**src/design/i2cenc_pkg.sv**
```systemverilog
// Shared types and constants for the encoder readout slave.
package i2cenc_pkg;

   localparam logic [2:0] MODE_ENC0_EDGE  = 3'd0;
   localparam logic [2:0] MODE_ENC1_EDGE  = 3'd1;
   localparam logic [2:0] MODE_READ_REQ   = 3'd2;
   localparam logic [2:0] MODE_BYTE_WR    = 3'd3;
   localparam logic [2:0] MODE_OWN_WR_ADR = 3'd4;
   localparam logic [2:0] MODE_NACK       = 3'd5;
   localparam logic [2:0] MODE_STOP       = 3'd6;
   localparam logic [2:0] MODE_BUS_ERROR  = 3'd7;

   localparam logic [7:0] REG_ENC0        = 8'hB0;
   localparam logic [7:0] REG_ADC_LAST    = 8'h03;
   localparam logic [2:0] BYTES_PER_VALUE = 3'd4;

   typedef struct packed {
      logic [2:0] mode;
      logic       phase_b;
      logic [7:0] written_byte;
      logic [9:0] adc_sample;
   } req_type;

   typedef struct packed {
      logic       tx_valid;
      logic [7:0] tx_byte;
      logic       ack_enable;
      logic       bus_release;
   } rsp_type;

endpackage

```
**src/design/i2cenc_engine.sv**
```systemverilog
// Encoder counters, value latch and byte sequencer for one beat.
module i2cenc_engine
   import i2cenc_pkg::*;
(
   input  logic    clock,
   input  logic    reset,
   input  logic    advance,
   input  req_type item,
   output rsp_type result
);

   logic [31:0] count_zero_ff, count_zero_in;
   logic [31:0] count_one_ff, count_one_in;
   logic [31:0] latched_value_ff, latched_value_in;
   logic [2:0]  bytes_left_ff, bytes_left_in;

   logic [31:0] serve_value;
   logic [2:0]  serve_left;
   logic [1:0]  byte_idx;

   always_comb begin
      count_zero_in    = count_zero_ff;
      count_one_in     = count_one_ff;
      latched_value_in = latched_value_ff;
      bytes_left_in    = bytes_left_ff;
      result           = '{tx_valid: 1'b0, tx_byte: 8'h00, ack_enable: 1'b1,
                           bus_release: 1'b0};
      serve_value      = latched_value_ff;
      serve_left       = bytes_left_ff;
      if (bytes_left_ff == 3'd0) begin
         serve_value = count_one_ff;
         serve_left  = BYTES_PER_VALUE;
      end
      byte_idx = 2'd0 - serve_left[1:0];
      case (item.mode)
         MODE_ENC0_EDGE: begin
            count_zero_in = item.phase_b ? count_zero_ff + 32'd1 : count_zero_ff - 32'd1;
         end
         MODE_ENC1_EDGE: begin
            count_one_in = item.phase_b ? count_one_ff + 32'd1 : count_one_ff - 32'd1;
         end
         MODE_READ_REQ: begin
            latched_value_in  = serve_value;
            bytes_left_in     = serve_left - 3'd1;
            result.tx_valid   = 1'b1;
            result.tx_byte    = serve_value[{byte_idx, 3'b000} +: 8];
            result.ack_enable = 1'b0;
         end
         MODE_BYTE_WR: begin
            if (item.written_byte <= REG_ADC_LAST) begin
               latched_value_in = {22'd0, item.adc_sample};
            end else if (item.written_byte == REG_ENC0) begin
               latched_value_in = count_zero_ff;
            end
            bytes_left_in = BYTES_PER_VALUE;
         end
         MODE_BUS_ERROR: begin
            result.bus_release = 1'b1;
         end
         default: begin
         end
      endcase
   end

   always_ff @(posedge clock) begin
      if (reset) begin
         count_zero_ff    <= '0;
         count_one_ff     <= '0;
         latched_value_ff <= '0;
         bytes_left_ff    <= '0;
      end else if (advance) begin
         count_zero_ff    <= count_zero_in;
         count_one_ff     <= count_one_in;
         latched_value_ff <= latched_value_in;
         bytes_left_ff    <= bytes_left_in;
      end
   end

endmodule

```
**src/design/i2c_slave_encoder_sensor_readout_unit.sv**
```systemverilog
// Top level of the encoder readout slave: input register, engine, result register.
// Every beat on req_ yields exactly one beat on rsp_, after passing through the input
// register and the result register. The block takes one beat per cycle while rsp_ is
// not stalled: a beat sits in the input register while the engine updates the encoder
// counts, latched value and byte counter, then moves to the result register. Both
// registers advance together whenever the result register is empty or being taken,
// so throughput is then one beat per cycle.
module i2c_slave_encoder_sensor_readout_unit
   import i2cenc_pkg::*;
(
   input  logic       clock,
   input  logic       reset,
   input  logic       req_valid,
   output logic       req_ready,
   input  logic [2:0] req_mode,
   input  logic       req_phase_b,
   input  logic [7:0] req_written_byte,
   input  logic [9:0] req_adc_sample,
   output logic       rsp_valid,
   input  logic       rsp_ready,
   output logic       rsp_tx_valid,
   output logic [7:0] rsp_tx_byte,
   output logic       rsp_ack_enable,
   output logic       rsp_bus_release
);

   logic    in_valid_ff, in_valid_in;
   req_type in_item_ff;
   logic    out_valid_ff, out_valid_in;
   rsp_type out_item_ff;
   rsp_type engine_result;
   logic    out_open;
   logic    advance;

   assign out_open  = !out_valid_ff || rsp_ready;
   assign advance   = in_valid_ff && out_open;
   assign req_ready = !in_valid_ff || out_open;

   assign in_valid_in  = req_ready ? req_valid : in_valid_ff;
   assign out_valid_in = out_open ? in_valid_ff : out_valid_ff;

   i2cenc_engine u_engine (
      .clock   (clock),
      .reset   (reset),
      .advance (advance),
      .item    (in_item_ff),
      .result  (engine_result)
   );

   always_ff @(posedge clock) begin
      if (reset) begin
         in_valid_ff  <= 1'b0;
         out_valid_ff <= 1'b0;
      end else begin
         in_valid_ff  <= in_valid_in;
         out_valid_ff <= out_valid_in;
      end
   end

   always_ff @(posedge clock) begin
      if (req_ready && req_valid) begin
         in_item_ff <= '{mode: req_mode, phase_b: req_phase_b,
                         written_byte: req_written_byte, adc_sample: req_adc_sample};
      end
      if (advance) begin
         out_item_ff <= engine_result;
      end
   end

   assign rsp_valid       = out_valid_ff;
   assign rsp_tx_valid    = out_item_ff.tx_valid;
   assign rsp_tx_byte     = out_item_ff.tx_byte;
   assign rsp_ack_enable  = out_item_ff.ack_enable;
   assign rsp_bus_release = out_item_ff.bus_release;

endmodule
```
**config.mk**
```make
export PLATFORM = sky130hd
export DESIGN_NAME = i2c_slave_encoder_sensor_readout_unit
export DESIGN_NICKNAME = d
export VERILOG_FILES = /design/src/design/i2cenc_pkg.sv /design/src/design/i2cenc_engine.sv /design/src/design/i2c_slave_encoder_sensor_readout_unit.sv
export SDC_FILE = /design/constraint.sdc
export NUM_CORES = 1
export LEC_CHECK = 0
export BUFFER_PORTS_ARGS = -buffer_cell sky130_fd_sc_hd__buf_2
export CAP_MARGIN = 20
export CELL_PAD_IN_SITES_DETAIL_PLACEMENT = 0
export CELL_PAD_IN_SITES_GLOBAL_PLACEMENT = 1
export CORE_MARGIN = 5
export CORE_UTILIZATION = 44
export CTS_BUF_LIST = sky130_fd_sc_hd__clkbuf_2
export DETAILED_ROUTE_END_ITERATION = 6
export PLACE_DENSITY = 0.75
export RECOVER_POWER = 50
export SLEW_MARGIN = 0
export SYNTH_ARGS = -nofsm -noshare
export SYNTH_HDL_FRONTEND = slang
export SYNTH_SLANG_ARGS = --single-unit
```
**constraint.sdc**
```tcl
create_clock -name clock -period 4 [get_ports clock]
set_input_delay 1 -clock clock [delete_from_list [all_inputs] [get_ports clock]]
set_output_delay 1 -clock clock [all_outputs]
set_load 0.01 [all_outputs]
```
---- Word level (Yosys, flattened, before mapping) ----
Index checks and enable logic that the tools add are counted.
word-level totals
  register bits after elaboration ......... 134
  input port bits ......................... 26
  output and inout bits ................... 13
  logic and storage cells ................. 51
operators by class
  add/sub/neg operators ................... 6
  order comparisons ....................... 1
  equality and inequality tests ........... 6
  shift-type cells ........................ 1
  muxes and demuxes ....................... 10
  reduce and logical (&&, ||, !) cells .... 13
operators with widths
  cell                     number
  $mux W32                 5
  $add A32 B1 Y32 const B  2
  $pmux W32 S2             1
  $sub A32 B1 Y32 const B  2
  $shiftx A32 B6 Y8        1
  $mux W10                 1
  $eq A8 B8 Y1 const B     1
  $le A8 B2 Y1 const B     1
  $eq A3 B2 Y1 const B     2
  $logic_not A3 Y1         2
  $pmux W3 S2              1
  $reduce_and A2 Y1        3
  $eq A3 B1 Y1 const B     1
  $eq A3 B3 Y1 const B     1
  $mux W3                  1
  $ne A3 B1 Y1 const B     1
  $reduce_and A3 Y1        1
  $sub A3 B1 Y3 const B    1
  $logic_and A1 B1 Y1      2
  $logic_not A1 Y1         2
  $logic_or A1 B1 Y1       2
  $reduce_bool A2 Y1       1
  $sub A1 B2 Y2 const A    1
  $mux W1                  1

---- Depth between registers and ports, before layout ----
  word-level depth ........................ 5
  gate-level depth with buffers ........... 12
  gate-level depth less buffers ........... 11

---- Cells and area by module ----
Synthesis repeated with hierarchy kept, for this count alone.
second synthesis, totals
  cells, all modules ...................... 1,059
  area total of the unflattened synthesis .. 8,644.5 um^2
modules (own cells, without submodules)
  module                                 instances  cells each  area each (um^2)  sequential area each (um^2)
  i2cenc_engine                          1          1,016       7,549.7           1,981.9
  i2c_slave_encoder_sensor_readout_unit  1          43          1,094.8           1,031.0

---- Worst setup path after synthesis ----
OpenSTA, ideal clock, no wires.
  path kind ............................... register -> register
  start ................................... reg in_item_ff[18] (netlist bit)
  end ..................................... reg u_engine.count_one_ff[28]
  setup time .............................. 0.122 ns
  arrival time ............................ 3.759 ns
  required time ........................... 3.878 ns
  path slack .............................. 0.119 ns
  cell stages (with the launch flop) ...... 12
  path buffers ............................ 0
  clock period less this slack ............ 3.881 ns
  path through ............................ edfxtp_1 > inv_1 > ha_1 > nor2b_4 > o31a_1 > o21ai_1 > o211ai_2 > a21oi_4 > o31ai_4 > a41oi_2 > nor4b_2 > a311o_1
on the way
  longest elaborated chain between the ends .. 1
ends and longest elaborated chain
  element                 line                                         text
  start, declared         i2c_slave_encoder_sensor_readout_unit.sv:28  req_type in_item_ff;
  start signal, assigned  i2c_slave_encoder_sensor_readout_unit.sv:62  in_item_ff <= '{mode: req_mode, phase_b: req_phase_b,
  $mux W32                i2cenc_engine.sv:40                          count_one_in = item.phase_b ? count_one_ff + 32'd1 : count_one_ff - 32'd1;
  end signal, assigned    i2cenc_engine.sv:73                          count_one_ff <= count_one_in;
  end, declared           i2cenc_engine.sv:13                          logic [31:0] count_one_ff, count_one_in;
No other way between the ends.
A chain may end at the register's enable or synchronous reset.

---- Worst setup path in the final report ----
  start ................................... reg in_item_ff[18] (netlist bit)
  end ..................................... reg u_engine.count_one_ff[27]
Same word-level chain as after synthesis.

==> metrics.csv <==
stage,metric,value,unit
status,run status,finished with violations,
status,failing checks,"max-capacitance violations, max-slew violations",
clock_tree,CTS Root Cell,clkbuf_2,
critical_path,CP endpoint kind,flop,
sta,Final Setup Violations,0,
layout,final core occ,48.0,%
sta,hold_ws,0.418,ns
placed_design,placed cell count,1411,
layout,fraction of layout cells with a size suffix above 1,8.53,%
sta,crit path time final,3.31,ns
layout,fillers,2019,
clock_tree,Hold Buf Count CTS,0,
sta,Final Hold Vio Count,0,
die,starting density of the core,44.7,%
critical_path,"most used cell, CP",a211oi_2,
layout,synth-to-layout area growth,7.32,%
sta,FMAX,302,MHz
routing,DR iter-0 viols,409,
critical_path,Startpoint Class,flop,
grt,first-pass GRT wire length,38900,µm
critical_path,Buf/Inv on CP,1,
power_and_ir_drop,Max VDD drop,0.139,mV
layout,"Net count, final",1249,
clock_tree,clock sinks,134,
grt,antenna violations before repair,1,
sta,Slew headroom,-4.66,%
critical_path,worst-path cell chain,"inv_2, ha_1, a21oi_1, o31ai_2, a311oi_2, nor3_1, a211oi_2, nor2_1, o21ai_1, xnor2_1, a211oi_2",
sta,Final Max Slew Viols,35,
logic_synthesis,"Distinct cells, synth",77,
logic_synthesis,sequential area share after synthesis,33.3,%
routing,WL final,23800,µm
die,I/O pins,39,
power_and_ir_drop,Leakage,3.78,nW
grt,number of global-route vias before repair,7254,
power_and_ir_drop,power per cell area,295,nW/µm²
logic_synthesis,Post-synth ARST share,0,%
routing,vias per inst,5.54,
routing,routed via count,7997,
clock_tree,clock-pin transition on the worst setup and hold timing paths,0.21,ns
die,DIE AREA,23500,µm²
critical_path,"slowest stage delay, CP",0.57,ns
sta,Setup Skew,0.0324,ns
die,Die X,153,µm
routing,Pre-antenna DRT Iters,5,
clock_tree,CTS H-Tree Depth,4,
critical_path,Crit Path Class,flop to flop,
clock_tree,CTS max path bufs,2,
clock_tree,postcts setup bufs,0,
critical_path,CP required,4.59,ns
layout,Post-Layout Cell Count,1444,
placed_design,DP HPWL,17500,µm
grt,total congestion overflow,0,
logic_synthesis,Synth Instances,1147,
placed_design,Buffers on Ports,38,
die,cell row count,52,
sta,Least-Margin Pin Slew,1.57,ns
logic_synthesis,"EDFF count, synth",33,
clock_tree,TritonCTS clock tree,built,
logic_synthesis,synthesized net count,1236,
logic_synthesis,Post-Syn Area,9050,µm²
run,Max Cap Violations,1,
clock_tree,# resized after CTS,0,
logic_synthesis,Main synth FF type,dfxtp_1,
critical_path,"Max FO, Critical Path",33,
min_path,Min-Delay Path Class,primary input to flop,
critical_path,"Arr. time, crit path",3.91,ns
logic_synthesis,yosys warns,0,
sta,fin crit share,82.8,%
critical_path,CP top delay family,compound AO/OA/AOI/OAI gates,
grt,overall routing resource usage,20.1,%
die,die height,153,µm
routing,# DRC,0,
routing,"antenna viol nets, final",0,
placed_design,DP Worst Slack,0.738,ns
critical_path,slowest stage cell on the critical path,inv_2,
sta,Setup TNS,0,ns
placed_design,RD Place Congestion,0.884,
die,core area,20200,µm²
clock_tree,Skew-Pair Late Insertion Delay,0.74,ns
logic_synthesis,Synth Area per Inst,7.89,µm²
clock_tree,CTS buffer count,17,
routing,WL per Instance,16.5,µm
logic_synthesis,Seq cells post-synth,134,
grt,largest net degree at the start of global routing,57,
sta,RSZ-0062 raised after global routing,no,
sta,Worst Slack Setup Final,0.687,ns
==> power by group <==
| part | total, mW | switching [mW] | internal [mW] |
|---|---|---|---|
| logic | 0.399 | 0.257 | 0.142 |
| registers | 1.45 | 0.0257 | 1.43 |
| clock network | 1.01 | 0.536 | 0.478 |
==> final timing paths <==
kind	from	end	slack, ns	cells after the start
setup / recovery	in_item_ff[18]	u_engine.count_one_ff[27]	0.69	11
hold / removal	req_adc_sample[6]	in_item_ff[6]	0.42	1
setup reg to reg	in_item_ff[18]	u_engine.count_one_ff[27]	0.69	11
hold reg to reg	u_engine.count_one_ff[20]	u_engine.count_one_ff[20]	0.49	2
==> synth_stat cells, drive strengths merged, types with 4 or more instances <==
| library cell | number | area (µm²) |
|---|---|---|
| nand2 | 198 | 743 |
| a21oi | 149 | 772 |
| nor2 | 125 | 469 |
| dfxtp | 101 | 2020 |
| ha | 61 | 763 |
| clkbuf | 43 | 161 |
| nor3 | 42 | 210 |
| o21ai | 42 | 218 |
| xnor2 | 35 | 307 |
| edfxtp | 33 | 991 |
| inv | 28 | 105 |
| nand3 | 27 | 145 |
| a21o | 25 | 188 |
| a211oi | 23 | 188 |
| a31oi | 20 | 161 |
| a311oi | 18 | 164 |
| buf | 18 | 96.3 |
| xor2 | 15 | 131 |
| and3 | 14 | 87.6 |
| nand4 | 9 | 56.3 |
| nor2b | 9 | 63.8 |
| o21bai | 8 | 60.1 |
| o22ai | 8 | 50.1 |
| nand2b | 7 | 43.8 |
| and2 | 6 | 37.5 |
| mux2i | 6 | 60.1 |
| o21a | 6 | 45.0 |
| o31ai | 6 | 68.8 |
| nor3b | 5 | 37.5 |
| nor4 | 5 | 37.5 |
| o211ai | 5 | 42.5 |
| a211o | 4 | 35.0 |
| and4 | 4 | 35.0 |
| or3 | 4 | 30.0 |
==> flip-flops by register name, summed over array words and instances (netlist names) <==
register / cells
rsp_ack_enable: 1
in_item_ff: 22
u_engine.latched_value_ff: 32
rsp_bus_release: 1
rsp_tx_byte: 8
u_engine.count_one_ff: 32
u_engine.count_zero_ff: 32
rsp_tx_valid: 1
in_valid_ff: 1
rsp_valid: 1
u_engine.bytes_left_ff: 3
==> layer usage <==
metal	track usage, %	routed length, µm	share of wire, %	vias to the layer above
met3	3.19	726	3.1	17
met2	30.2	10400	44	123
met5	0	0	0	-
li1	-	-	-	4187
met1	30.1	12400	52	3670
met4	4.92	224	0.94	0
==> worst reg2reg max path, stage by stage, from the launching register on <==
cell	delay, ns
edfxtp_1	0.44
inv_2	0.57
ha_1	0.41
a21oi_1	0.32
o31ai_2	0.12
a311oi_2	0.38
nor3_1	0.12
a211oi_2	0.38
nor2_1	0.08
o21ai_1	0.15
xnor2_1	0.15
a211oi_2	0.09
==> cell type report <==
type,count,area (µm²),area share (%)
Tap cell,270,338,3.48
Clock buffer,19,95.1,0.979
Sequential cell,134,3010,31.0
Multi-Input combinational cell,924,5680,58.4
Timing Repair Buffer,55,283,2.91
Inverter,28,105,1.08
Antenna cell,1,2.50,0.0258
Clock inverter,13,204,2.10
==> logic make-up after synthesis <==
family | Yosys count | share of synthesized area (%)
adders and majority gates | 63 | 8.87
AOI/OAI and AO/OA | 336 | 24.5
DFF | 134 | 33.3
muxes | 9 | 1.41
buffers and inverters | 89 | 4.01
and+or+nand+nor | 466 | 23.1
xor gates and xnor gates | 50 | 4.84
==> per-stage QoR <==
step	instance area (µm²)	total power [mW]
2_1_floorplan	9050	1.77
3_3_place_gp	9470	1.88
3_5_place_dp	9470	1.88
4_1_cts	9770	2.89
5_1_grt	9720	3.00
6_report	9720	2.87
==> cell usage in the layout, fill, tap and decap left out, drive strengths merged, types with 5 or more instances in the layout <==
| cell | Yosys | routed |
|---|---|---|
| nor4 | 5 | 5 |
| and3 | 14 | 14 |
| nand2b | 7 | 7 |
| clkbuf | 43 | 39 |
| a31oi | 20 | 20 |
| mux2i | 6 | 6 |
| o21a | 6 | 6 |
| a311oi | 18 | 18 |
| o21bai | 8 | 8 |
| nor3 | 42 | 42 |
| nor2b | 9 | 9 |
| nand3 | 27 | 27 |
| clkinv | 0 | 6 |
| ha | 61 | 61 |
| buf | 18 | 35 |
| a211oi | 23 | 23 |
| a21o | 25 | 25 |
| o22ai | 8 | 8 |
| dfxtp | 101 | 101 |
| o31ai | 6 | 6 |
| nand2 | 198 | 198 |
| inv | 28 | 29 |
| nor2 | 125 | 125 |
| nand4 | 9 | 9 |
| o21ai | 42 | 42 |
| xnor2 | 35 | 35 |
| edfxtp | 33 | 33 |
| o211ai | 5 | 5 |
| and2 | 6 | 6 |
| bufinv | 0 | 5 |
| nor3b | 5 | 5 |
| a21oi | 149 | 149 |
| xor2 | 15 | 15 |
Power figures use the tool's default switching activity.
